### src/rtl/core/fbpa_pkg.sv
// Shared constants for the fixed block pool allocator.
// Field widths, stream packing, register indexes and status codes.
// No dependencies.
package fbpa_pkg;

  // pool geometry
  localparam int NUM_CHUNKS = 256;
  localparam int IDX_W      = $clog2(NUM_CHUNKS);
  localparam int DEPTH_W    = $clog2(NUM_CHUNKS + 1);
  localparam int STEP_W     = (IDX_W > 1) ? $clog2(IDX_W) : 1;

  // field widths
  localparam int CS_W          = 13;
  localparam int ADDR_W        = 32;
  localparam int SIZE_W        = 16;
  localparam int CNT_W         = 32;
  localparam int STATUS_W      = 3;
  localparam int BYTES_W       = 21;
  localparam int INDEX_FIELD_W = 8;
  localparam int FREE_FIELD_W  = 9;

  // divider and multiplier widths
  localparam int REM_W  = CS_W + IDX_W;
  localparam int PROD_W = CS_W + DEPTH_W;

  // stream packing
  localparam int S_TDATA_W = 48;
  localparam int M_TUSER_W = STATUS_W;
  localparam int OUT_BITS  = INDEX_FIELD_W + ADDR_W + FREE_FIELD_W + 2 * CNT_W + BYTES_W;
  localparam int M_TDATA_W = ((OUT_BITS + 7) / 8) * 8;
  localparam int FREE_LSB  = INDEX_FIELD_W + ADDR_W;

  // configuration port
  localparam int CFG_INDEX_W = 1;
  localparam int CFG_DATA_W  = 32;
  localparam logic [CFG_INDEX_W-1:0] REG_CHUNK_SIZE = 1'd0;
  localparam logic [CFG_INDEX_W-1:0] REG_POOL_BASE  = 1'd1;
  localparam logic [CS_W-1:0]        CS_RESET       = 13'd64;

  // request kinds
  localparam logic REQ_ALLOC = 1'b0;
  localparam logic REQ_FREE  = 1'b1;

  // status codes
  localparam logic [STATUS_W-1:0] ST_OK         = 3'd0;
  localparam logic [STATUS_W-1:0] ST_TOO_LARGE  = 3'd1;
  localparam logic [STATUS_W-1:0] ST_EMPTY      = 3'd2;
  localparam logic [STATUS_W-1:0] ST_BAD_ADDR   = 3'd3;
  localparam logic [STATUS_W-1:0] ST_STACK_FULL = 3'd4;

endpackage

### src/rtl/core/fbpa_ram.sv
// Generic single-port RAM with registered read data.
// Used for the free index stack; no package dependency.
module fbpa_ram #(
  parameter int WIDTH = 8,
  parameter int DEPTH = 256
) (
  input  logic                     clk,
  input  logic                     we,
  input  logic [$clog2(DEPTH)-1:0] addr,
  input  logic [WIDTH-1:0]         wdata,
  output logic [WIDTH-1:0]         rdata
);

  logic [WIDTH-1:0] mem [DEPTH];

  // write port and registered read
  always_ff @(posedge clk) begin
    if (we) begin
      mem[addr] <= wdata;
    end
    rdata <= mem[addr];
  end

endmodule

### src/rtl/core/fixed_block_pool_allocator.sv
// Fixed block pool allocator: LIFO stack of free chunk indices in a RAM.
// An allocate pops the stack and reads the entry; a free range-checks the address, divides
// its offset by the chunk size in an 8-step divider, checks the quotient and stack, then pushes.
// Both then use a shared multiplier for address and bytes in use; one item in flight at a time.
// Reset (rst, synchronous): stack full with entry i holding i via per-entry valid bits,
// counters zero, chunk_size 64, pool_base 0; no clearing pass.
module fixed_block_pool_allocator (
  input  logic                            clk,
  input  logic                            rst,
  // config write channel
  input  logic                            cfg_valid,
  output logic                            cfg_ready,
  input  logic [fbpa_pkg::CFG_INDEX_W-1:0] cfg_index,
  input  logic [fbpa_pkg::CFG_DATA_W-1:0]  cfg_data,
  // request stream
  input  logic                            s_tvalid,
  output logic                            s_tready,
  input  logic [fbpa_pkg::S_TDATA_W-1:0]  s_tdata,  // request_size[15:0], free_address[47:16]
  input  logic                            s_tuser,  // req_type
  // result stream
  output logic                            m_tvalid,
  input  logic                            m_tready,
  output logic [fbpa_pkg::M_TDATA_W-1:0]  m_tdata,  // chunk_index, chunk_address, chunks_free,
                                                    // alloc_total, free_total, bytes_in_use
  output logic [fbpa_pkg::M_TUSER_W-1:0]  m_tuser   // status
);

  import fbpa_pkg::*;

  localparam logic [2:0] S_IDLE     = 3'd0;
  localparam logic [2:0] S_DECODE   = 3'd1;
  localparam logic [2:0] S_DIV      = 3'd2;
  localparam logic [2:0] S_DIV_END  = 3'd3;
  localparam logic [2:0] S_ALLOC_RD = 3'd4;
  localparam logic [2:0] S_MUL_ADDR = 3'd5;
  localparam logic [2:0] S_MUL_USED = 3'd6;
  localparam logic [2:0] S_DONE     = 3'd7;

  logic [2:0]          state;
  logic [CS_W-1:0]     chunk_size;
  logic [ADDR_W-1:0]   pool_base;
  logic [DEPTH_W-1:0]  depth;
  logic [CNT_W-1:0]    alloc_cnt;
  logic [CNT_W-1:0]    free_cnt;
  logic [NUM_CHUNKS-1:0] slot_valid;

  logic                req;
  logic [SIZE_W-1:0]   size;
  logic [ADDR_W-1:0]   off;
  logic [REM_W-1:0]    rem;
  logic [REM_W-1:0]    dvs;
  logic [STEP_W-1:0]   step;
  logic [IDX_W-1:0]    quo;
  logic [IDX_W-1:0]    idx;
  logic [IDX_W-1:0]    slot;
  logic [STATUS_W-1:0] status;
  logic [PROD_W-1:0]   prod;
  logic [ADDR_W-1:0]   caddr;

  logic [DEPTH_W-1:0]  depth_dec;
  logic                stack_full;
  logic                out_load;
  logic                div_ge;
  logic                range_bad;
  logic                quo_bad;
  logic [DEPTH_W-1:0]  mul_a;
  logic [PROD_W-1:0]   mul_p;
  logic                ram_we;
  logic [IDX_W-1:0]    ram_addr;
  logic [IDX_W-1:0]    ram_rdata;

  assign cfg_ready  = 1'b1;
  assign s_tready   = (state == S_IDLE);
  assign depth_dec  = depth - 1'b1;
  assign stack_full = (depth == DEPTH_W'(NUM_CHUNKS));
  assign out_load   = (state == S_DONE) && (!m_tvalid || m_tready);

  // shared compare/subtract step of the restoring divider
  assign div_ge    = (rem >= dvs);
  assign range_bad = (chunk_size == '0) ||
                     (off >= ADDR_W'(REM_W'(chunk_size) << IDX_W));
  assign quo_bad   = (rem != '0) || ({1'b0, quo} >= (IDX_W + 1)'(NUM_CHUNKS));

  // shared multiplier: chunk address offset, then bytes in use
  assign mul_a = (state == S_MUL_ADDR) ? DEPTH_W'(idx) : DEPTH_W'(NUM_CHUNKS) - depth;
  assign mul_p = PROD_W'(mul_a) * PROD_W'(chunk_size);

  // stack ram port
  assign ram_we   = (state == S_DIV_END) && !quo_bad && !stack_full;
  assign ram_addr = (state == S_DIV_END) ? depth[IDX_W-1:0] : depth_dec[IDX_W-1:0];

  fbpa_ram #(
    .WIDTH (IDX_W),
    .DEPTH (NUM_CHUNKS)
  ) u_stack (
    .clk   (clk),
    .we    (ram_we),
    .addr  (ram_addr),
    .wdata (quo),
    .rdata (ram_rdata)
  );

  // configuration registers
  always_ff @(posedge clk) begin
    if (rst) begin
      chunk_size <= CS_RESET;
      pool_base  <= '0;
    end else if (cfg_valid && cfg_ready) begin
      unique case (cfg_index)
        REG_CHUNK_SIZE: chunk_size <= cfg_data[CS_W-1:0];
        REG_POOL_BASE:  pool_base  <= cfg_data[ADDR_W-1:0];
        default: ;
      endcase
    end
  end

  // sequencer and stack control
  always_ff @(posedge clk) begin
    if (rst) begin
      state      <= S_IDLE;
      depth      <= DEPTH_W'(NUM_CHUNKS);
      alloc_cnt  <= '0;
      free_cnt   <= '0;
      slot_valid <= '0;
    end else begin
      unique case (state)
        S_IDLE: begin
          if (s_tvalid) begin
            req   <= s_tuser;
            size  <= s_tdata[SIZE_W-1:0];
            off   <= s_tdata[SIZE_W +: ADDR_W] - pool_base;
            state <= S_DECODE;
          end
        end
        S_DECODE: begin
          idx <= '0;
          if (req == REQ_ALLOC) begin
            if (size > SIZE_W'(chunk_size)) begin
              status <= ST_TOO_LARGE;
              state  <= S_MUL_USED;
            end else if (depth == '0) begin
              status <= ST_EMPTY;
              state  <= S_MUL_USED;
            end else begin
              status    <= ST_OK;
              depth     <= depth_dec;
              slot      <= depth_dec[IDX_W-1:0];
              alloc_cnt <= alloc_cnt + 1'b1;
              state     <= S_ALLOC_RD;
            end
          end else if (range_bad) begin
            status <= ST_BAD_ADDR;
            state  <= S_MUL_USED;
          end else begin
            rem   <= off[REM_W-1:0];
            dvs   <= REM_W'(chunk_size) << (IDX_W - 1);
            step  <= STEP_W'(IDX_W - 1);
            quo   <= '0;
            state <= S_DIV;
          end
        end
        S_DIV: begin
          if (div_ge) begin
            rem <= rem - dvs;
          end
          quo <= {quo[IDX_W-2:0], div_ge};
          dvs <= dvs >> 1;
          if (step == '0) begin
            state <= S_DIV_END;
          end else begin
            step <= step - 1'b1;
          end
        end
        S_DIV_END: begin
          if (quo_bad) begin
            status <= ST_BAD_ADDR;
            state  <= S_MUL_USED;
          end else if (stack_full) begin
            status <= ST_STACK_FULL;
            state  <= S_MUL_USED;
          end else begin
            status <= ST_OK;
            slot_valid[depth[IDX_W-1:0]] <= 1'b1;
            depth    <= depth + 1'b1;
            free_cnt <= free_cnt + 1'b1;
            idx      <= quo;
            state    <= S_MUL_ADDR;
          end
        end
        S_ALLOC_RD: begin
          // an entry never written still holds its own index
          idx   <= slot_valid[slot] ? ram_rdata : slot;
          state <= S_MUL_ADDR;
        end
        S_MUL_ADDR: begin
          prod  <= mul_p;
          state <= S_MUL_USED;
        end
        S_MUL_USED: begin
          caddr <= (status == ST_OK) ? pool_base + ADDR_W'(prod) : '0;
          prod  <= mul_p;
          state <= S_DONE;
        end
        S_DONE: begin
          if (out_load) begin
            state <= S_IDLE;
          end
        end
        default: state <= S_IDLE;
      endcase
    end
  end

  // result register
  always_ff @(posedge clk) begin
    if (rst) begin
      m_tvalid <= 1'b0;
    end else if (out_load) begin
      m_tvalid <= 1'b1;
    end else if (m_tready) begin
      m_tvalid <= 1'b0;
    end
  end

  always_ff @(posedge clk) begin
    if (out_load) begin
      m_tuser <= status;
      m_tdata <= M_TDATA_W'({BYTES_W'(prod), free_cnt, alloc_cnt,
                             FREE_FIELD_W'(depth), caddr, INDEX_FIELD_W'(idx)});
    end
  end

`ifndef SYNTHESIS
  // stack depth stays within the pool
  assert property (@(posedge clk) disable iff (rst) depth <= DEPTH_W'(NUM_CHUNKS))
    else $error("free stack depth beyond pool size");

  // a push never lands on a full stack
  assert property (@(posedge clk) disable iff (rst) ram_we |-> !stack_full)
    else $error("push onto full free stack");

  // a fresh result reports the current stack depth
  assert property (@(posedge clk) disable iff (rst)
    $rose(m_tvalid) |-> m_tdata[FREE_LSB +: FREE_FIELD_W] == FREE_FIELD_W'(depth))
    else $error("chunks_free does not match stack depth");
`endif

endmodule

### config.mk
export PLATFORM = sky130hd
export DESIGN_NAME = fixed_block_pool_allocator
export DESIGN_NICKNAME = d
export VERILOG_FILES = /design/src/rtl/core/fbpa_pkg.sv /design/src/rtl/core/fbpa_ram.sv /design/src/rtl/core/fixed_block_pool_allocator.sv
export SDC_FILE = /design/constraint.sdc
export NUM_CORES = 2
export LEC_CHECK = 0
export BUFFER_PORTS_ARGS = -buffer_cell sky130_fd_sc_hd__buf_2
export CORE_UTILIZATION = 35
export CTS_BUF_LIST = sky130_fd_sc_hd__clkbuf_4 sky130_fd_sc_hd__clkbuf_8
export CTS_CLUSTER_SIZE = 25
export DETAILED_ROUTE_END_ITERATION = 12
export PLACE_DENSITY = 0.59
export SYNTH_ARGS = -nofsm -noshare
export SYNTH_HDL_FRONTEND = slang
export SYNTH_HIERARCHICAL = 1
export SYNTH_SLANG_ARGS = --single-unit
### constraint.sdc
create_clock -name clk -period 16.3 [get_ports clk]
set_input_delay 3.26 -clock clk [delete_from_list [all_inputs] [get_ports clk]]
set_output_delay 3.26 -clock clk [all_outputs]
set_load 0.02 [all_outputs]
Word level (Yosys, flattened, before mapping)
Memories as Yosys holds them, arrays and structs flattened. A register that Yosys moved wholly into a read port is not among the register bits. Cells that the tools add are included.

Register bits: 690. Bits in writable memories: 2048. Input bits: 87. Output and inout bits: 142. Word-level logic and storage cells: 154. Memories: 1.

Memories: u_stack.mem (depth 256, width 8, rd ports 1, clocked after memory_dff 1, write ports 1, line fbpa_ram.sv:14) `logic [WIDTH-1:0] mem [DEPTH];`.

Add/subtract/negate cells: 9. Multipliers: 1. Magnitude comparators: 6. Equality and inequality tests: 21. Mux-type cells: 51. Bitwise gates (word level): 8. Reduce and logical (&&, ||, !) cells: 35.

Operator list (number): $or 256x256->256 (1); $mux 21 (5); $pmux 21 s2 (2); $add 32x1->32 const B (2); $mux 9 (6); $mux 8 (6); $mux 3 (12); $add 32x22->32 (1); $ge 32x21->1 (1); $sub 32x32->32 (1); $ne 2x2->1 const B (12); $pmux 3 s8 (1); $pmux 8 s3 (1); $mul 9x13->22 (1); $ge 21x21->1 (1); $reduce_bool 21->1 (1); $sub 21x21->21 (1); $lt 8x9->1 const B (2); $pmux 9 s2 (1); $gt 16x13->1 (1); $pmux 8 s2 (1); $reduce_and 5->1 (3); $logic_not 13->1 (1); $eq 3x3->1 const B (4); other kinds (27) (63).

Longest topological paths before layout
Depth in word-level cells: 6. Gate-level depth with buffers: 27.

Hierarchy
Netlist, hierarchy kept.

Modules (own cells, without submodules): fbpa_ram (times used 1, cells an instance 3547, area each 78492.8 um^2, seq. area each 61659.1 um^2); fixed_block_pool_allocator (times used 1, cells an instance 3477, area each 34687.0 um^2, seq. area each 16906.2 um^2).

Least setup slack after synthesis
OpenSTA, ideal clock, no wires.

Path kind: in2reg. Start point: input port m_tready. End point: register m_tdata[0] (netlist name), enable pin. Library setup time: 0.636 ns. Arrival time: 9.188 ns. Required time: 15.664 ns. Path slack: 6.475 ns. Stages: 3. Path buffers: 0. Path through: nand2b_1 -> nand2_1 -> nor2_1.

Longest elaborated chain between the ends: 2.

Ends and longest elaborated chain: from (decl) (line fixed_block_pool_allocator.sv:22) `input logic m_tready,`; $logic_or 1x1->1 (line fixed_block_pool_allocator.sv:76) `assign out_load = (state == S_DONE) && (!m_tvalid || m_tready);`; $logic_and 1x1->1 (line fixed_block_pool_allocator.sv:76); net out_load (line fixed_block_pool_allocator.sv:62) `logic out_load;`; to (signal assigned) (line fixed_block_pool_allocator.sv:228) `m_tdata <= M_TDATA_W'({BYTES_W'(prod), free_cnt, alloc_cnt,`; to (decl) (line fixed_block_pool_allocator.sv:23) `output logic [fbpa_pkg::M_TDATA_W-1:0] m_tdata,`.

The timed path passes the listed nets, and every way through them passes these cells. A chain may end at the register's enable or synchronous reset.

Worst setup path after layout
Start point: register depth[2]. End point: register prod[18], data pin.

Longest elaborated chain between the ends: 3.

Ends and longest elaborated chain: from (decl) (line fixed_block_pool_allocator.sv:42) `logic [DEPTH_W-1:0] depth;`; from (signal assigned) (line fixed_block_pool_allocator.sv:121) `depth <= DEPTH_W'(NUM_CHUNKS);`; from (signal assigned) (line fixed_block_pool_allocator.sv:146) `depth <= depth_dec;`; from (signal assigned) (line fixed_block_pool_allocator.sv:184) `depth <= depth + 1'b1;`; $sub 9x9->9 (line fixed_block_pool_allocator.sv:85) `assign mul_a = (state == S_MUL_ADDR) ? DEPTH_W'(idx) : DEPTH_W'(NUM_CHUNKS) - depth;`; $mux 9 (line fixed_block_pool_allocator.sv:85); $mul 9x13->22 (line fixed_block_pool_allocator.sv:86) `assign mul_p = PROD_W'(mul_a) * PROD_W'(chunk_size);`; net mul_p[18] (line fixed_block_pool_allocator.sv:67) `logic [PROD_W-1:0] mul_p;`; to (signal assigned) (line fixed_block_pool_allocator.sv:196) `prod <= mul_p;`; to (signal assigned) (line fixed_block_pool_allocator.sv:201) `prod <= mul_p;`; to (decl) (line fixed_block_pool_allocator.sv:57) `logic [PROD_W-1:0] prod;`.

The timed path passes the listed nets, and every way through them passes these cells.

==> results by group <==
Drt
  • Vias post-DR: 64500
  • Vias per cell: 5.36
  • Post-route DRC: 0
  • Final wirelength: roughly 290000 um
  • DRT iter0 DRCs: 6185
  • Post-DRT Antenna Nets: 0
  • DRT Pass-1 Iters: 6
  • Wire per inst: 23.9 um

Final layout
  • Non-Filler Instances: roughly 12000
  • Area grow syn2layout: 12.8%
  • # nets final: approximately 7700
  • Commonest non-fill, non-tap cell in the layout: edfxtp_1
  • Layout cells sized above 1: 21.7%
  • Core Util, Final: approximately two fifths
  • Most frequent cells in the layout: edfxtp_1 (2359), nor2_1 (687), mux4_2 (550)
  • Finished Cell Area: 128000 um2

Worst setup path
  • Setup CP Type: reg -> reg
  • Reg-to-reg slack, setup: ~9500 ps
  • Critical path peak fanout: 14
  • Crit end category: register
  • Register-to-Register Path Depth: 21
  • RR Startpoint: depth[2]
  • Critical path required time: 17050 ps
  • Worst setup path start: depth[2]
  • Crit start category: register
  • Critical path destination: prod[18]
  • Crit path DAT: roughly 7600 ps
  • R2r endpoint: prod[18]

STA
  • Worst-Margin Slew: 1410 ps
  • RSZ-0062 raised after global routing: false
  • Final setup violation count: 0
  • Slew Limit Fails: 0
  • Max-slew headroom: 6.13%
  • Post-layout min period: 6840 ps
  • Clock Skews: approximately 110 ps
  • Final Cycle Share: 42.0%
  • Final Hold Fails: 0
  • Setup TNS: 0 ps
  • FMAX: about 0.15 GHz

CTS
  • Clk root buf: clkbuf_8
  • Postcts setup bufs: 0
  • CTS Hold Bufs: 0
  • Htree depth: 5
  • Post-cts resize count: 0
  • Clock-pin slew on the worst setup and hold paths: 80 ps
  • CTS tree: yes
  • Clock latency on the worst-skew pair: between 1000 and 1500 ps
  • Clock Tree Buf Depth: 4
  • # clock sinks: 2745
  • CTS Buf Count: ~430

Global route
  • First-pass GRT wire length: around 430000 um
  • Grt met1 use: about a quarter
  • GRT Resource Usage Total: roughly 17%
  • Grt met3 use: under 10%
  • M2 GR Usage: a little over a quarter
  • Largest net degree at the start of global routing: 255
  • Antenna violations before repair: 2
  • Remaining Overflow, GRT: 0
  • GRT Max-Usage Layer: met2
  • Vias in the first global route: between 60000 and 70000

Placement
  • Placed Instance Area: roughly 120000 um2
  • Routability-driven placement congestion ratio: 0.851
  • Detailed Place HPWL: roughly 180000 um
  • Placed insts: 11300
  • Port bufs: around 230

Floorplan
  • Core region area: 321000 um2
  • Die ar.: between 300000 and 400000 um2
  • Die W: roughly 570 um
  • FP Rows: 208
  • Initial Util: 35.2%
  • I/O pin total: around 230
  • Die Y: between 500 and 600 um

Yosys
  • Post-synth EDFFs: between 2000 and 2500
  • Synth unique cells: 75
  • Mapped Cells: about 7000
  • Post-synth ARST share: 0%
  • Mapped cell area: 113000 um2
  • Ys flop type: edfxtp_1
  • Synthesis-stage register bit count: about 2700
  • Sequential area share after synthesis: 69.4%
  • Yosys Warn Count: 6
  • Avg Cell Area, Syn: 16.1 um2

Pwr
  • Pwr/cell area: roughly 120 nW/um2
  • Worst VDD drop: slightly below 0.1 mV
  • Flop pwr share: 52.5%
  • Combinational share of power: 7.5%
  • Clock power frac: about two fifths
  • Static leakage: between 40 and 50 nW
  • P_sw: about 3.5 mW
  • Int Power: around 11 mW
  • Sw Ratio: 23.7%

Worst hold path
  • Min-Delay Path Class: reg -> reg

Flow run
  • Number of max-cap violations: 0

Status
  • Outcome: completed
-- flip-flops by register name (all words and copies together), names as in the netlist, 3 cells and up --
| signal | count |
|---|---|
| m_tdata | 134 |
| m_tuser | 3 |
| pool_base | 32 |
| idx | 8 |
| state | 3 |
| rem | 21 |
| slot_valid | 256 |
| free_cnt | 32 |
| chunk_size | 13 |
| u_stack/mem | 2048 |
| depth | 9 |
| off | 32 |
| slot | 8 |
| caddr | 32 |
| prod | 22 |
| quo | 8 |
| status | 3 |
| size | 16 |
| alloc_cnt | 32 |
| dvs | 20 |
| step | 3 |
| u_stack/rdata | 8 |
-- cell families (layout without fill, tap and decap cells) --
logic type | count (synthesis) | in the layout | share of synthesized area [%]
xor gates and xnor gates | 125 | 125 | 0.967
and+or+nand+nor | 1485 | 1485 | 5.88
DFF | 2745 | 2745 | 69.4
adders and majority gates | 235 | 235 | 3.14
other | 2 | 5 | 0.00664
AOI/OAI and AO/OA | 1143 | 1143 | 6.23
buffers and inverters | 656 | 1359 | 2.47
muxes | 633 | 633 | 11.9
-- power by group through the flow --
| stage | registers [mW] | logic (mW) | clock network, mW |
|---|---|---|---|
| final | 7.74 | 1.10 | 5.91 |
| after global routing | 7.74 | 1.18 | 6.33 |
| after CTS | 7.74 | 1.11 | 6.05 |
| after detailed placement | 7.89 | 1.10 | 0 |
| after global placement | 7.89 | 1.09 | 0 |
| after floorplan | 7.89 | 0.701 | 0 |
-- worst min-delay path by stage --
stage,from,end,cells past startpoint
detailed placement,caddr[7],m_tdata[15],0
CTS,caddr[2],m_tdata[10],0
global route,caddr[2],m_tdata[10],0
global placement,caddr[31],m_tdata[39],0
finish,caddr[2],m_tdata[10],0
floorplan,caddr[2],m_tdata[10],0
-- final cells by class --
class	count	area [um2]
fill	29300	194000
sequential	2745	78600
multi-input combinational	3624	32000
clock buffer	618	7540
tap	4305	5390
timing repair buffer	359	2230
clock inverter	161	1160
inverter	221	837
antenna	2	5.00
-- synth_stat cells (50+ instances only) --
| cell type | instances | area (um2) |
|---|---|---|
| a31oi_1 | 50 | 313 |
| nand3_1 | 59 | 295 |
| nor2_1 | 692 | 2600 |
| dfxtp_1 | 386 | 7730 |
| ha_1 | 154 | 1930 |
| xor2_1 | 62 | 543 |
| inv_1 | 219 | 822 |
| xnor2_1 | 63 | 552 |
| a21oi_1 | 506 | 2530 |
| nand2_1 | 323 | 1210 |
| a22oi_1 | 267 | 2000 |
| clkbuf_1 | 315 | 1180 |
| fa_1 | 81 | 1620 |
| and2_1 | 55 | 344 |
| nor3_1 | 85 | 425 |
| o21ai_0 | 113 | 566 |
| edfxtp_1 | 2359 | 70800 |
| mux4_2 | 550 | 12400 |
| mux2i_1 | 54 | 541 |
-- critical path, cell delays in order (launching register included) --
cell and delay (ps):
dfxtp_1 440, nor2_1 760, nand2_1 270, nor2_1 210, ha_1 260, nor2b_1 610, nand2_1 150, fa_1 490
fa_1 490, inv_1 50, fa_1 470, inv_1 50, fa_1 480, inv_1 50, ha_1 310, a21boi_0 260
o21ai_0 180, a211oi_1 380, nor3_1 170, o31ai_1 280, a21oi_1 130, xnor2_1 130
-- metal layers --
metal	vias up	routed length [um]
li1	28000	-
met4	0	7470
met2	2618	134000
met1	33400	125000
met5	-	0
met3	483	21800
-- per-stage QoR --
step / hold slack (ps) / power, mW / setup slack [ps]
floorplan: 400 / 8.59 / 6480
global route: 396 / 15.3 / 8940
global placement: 403 / 8.98 / 9580
detailed placement: 405 / 8.99 / 9540
finish: 388 / 14.8 / 9460
CTS: 379 / 14.9 / 9530
No activity file was read; power rests on OpenSTA's default activity.
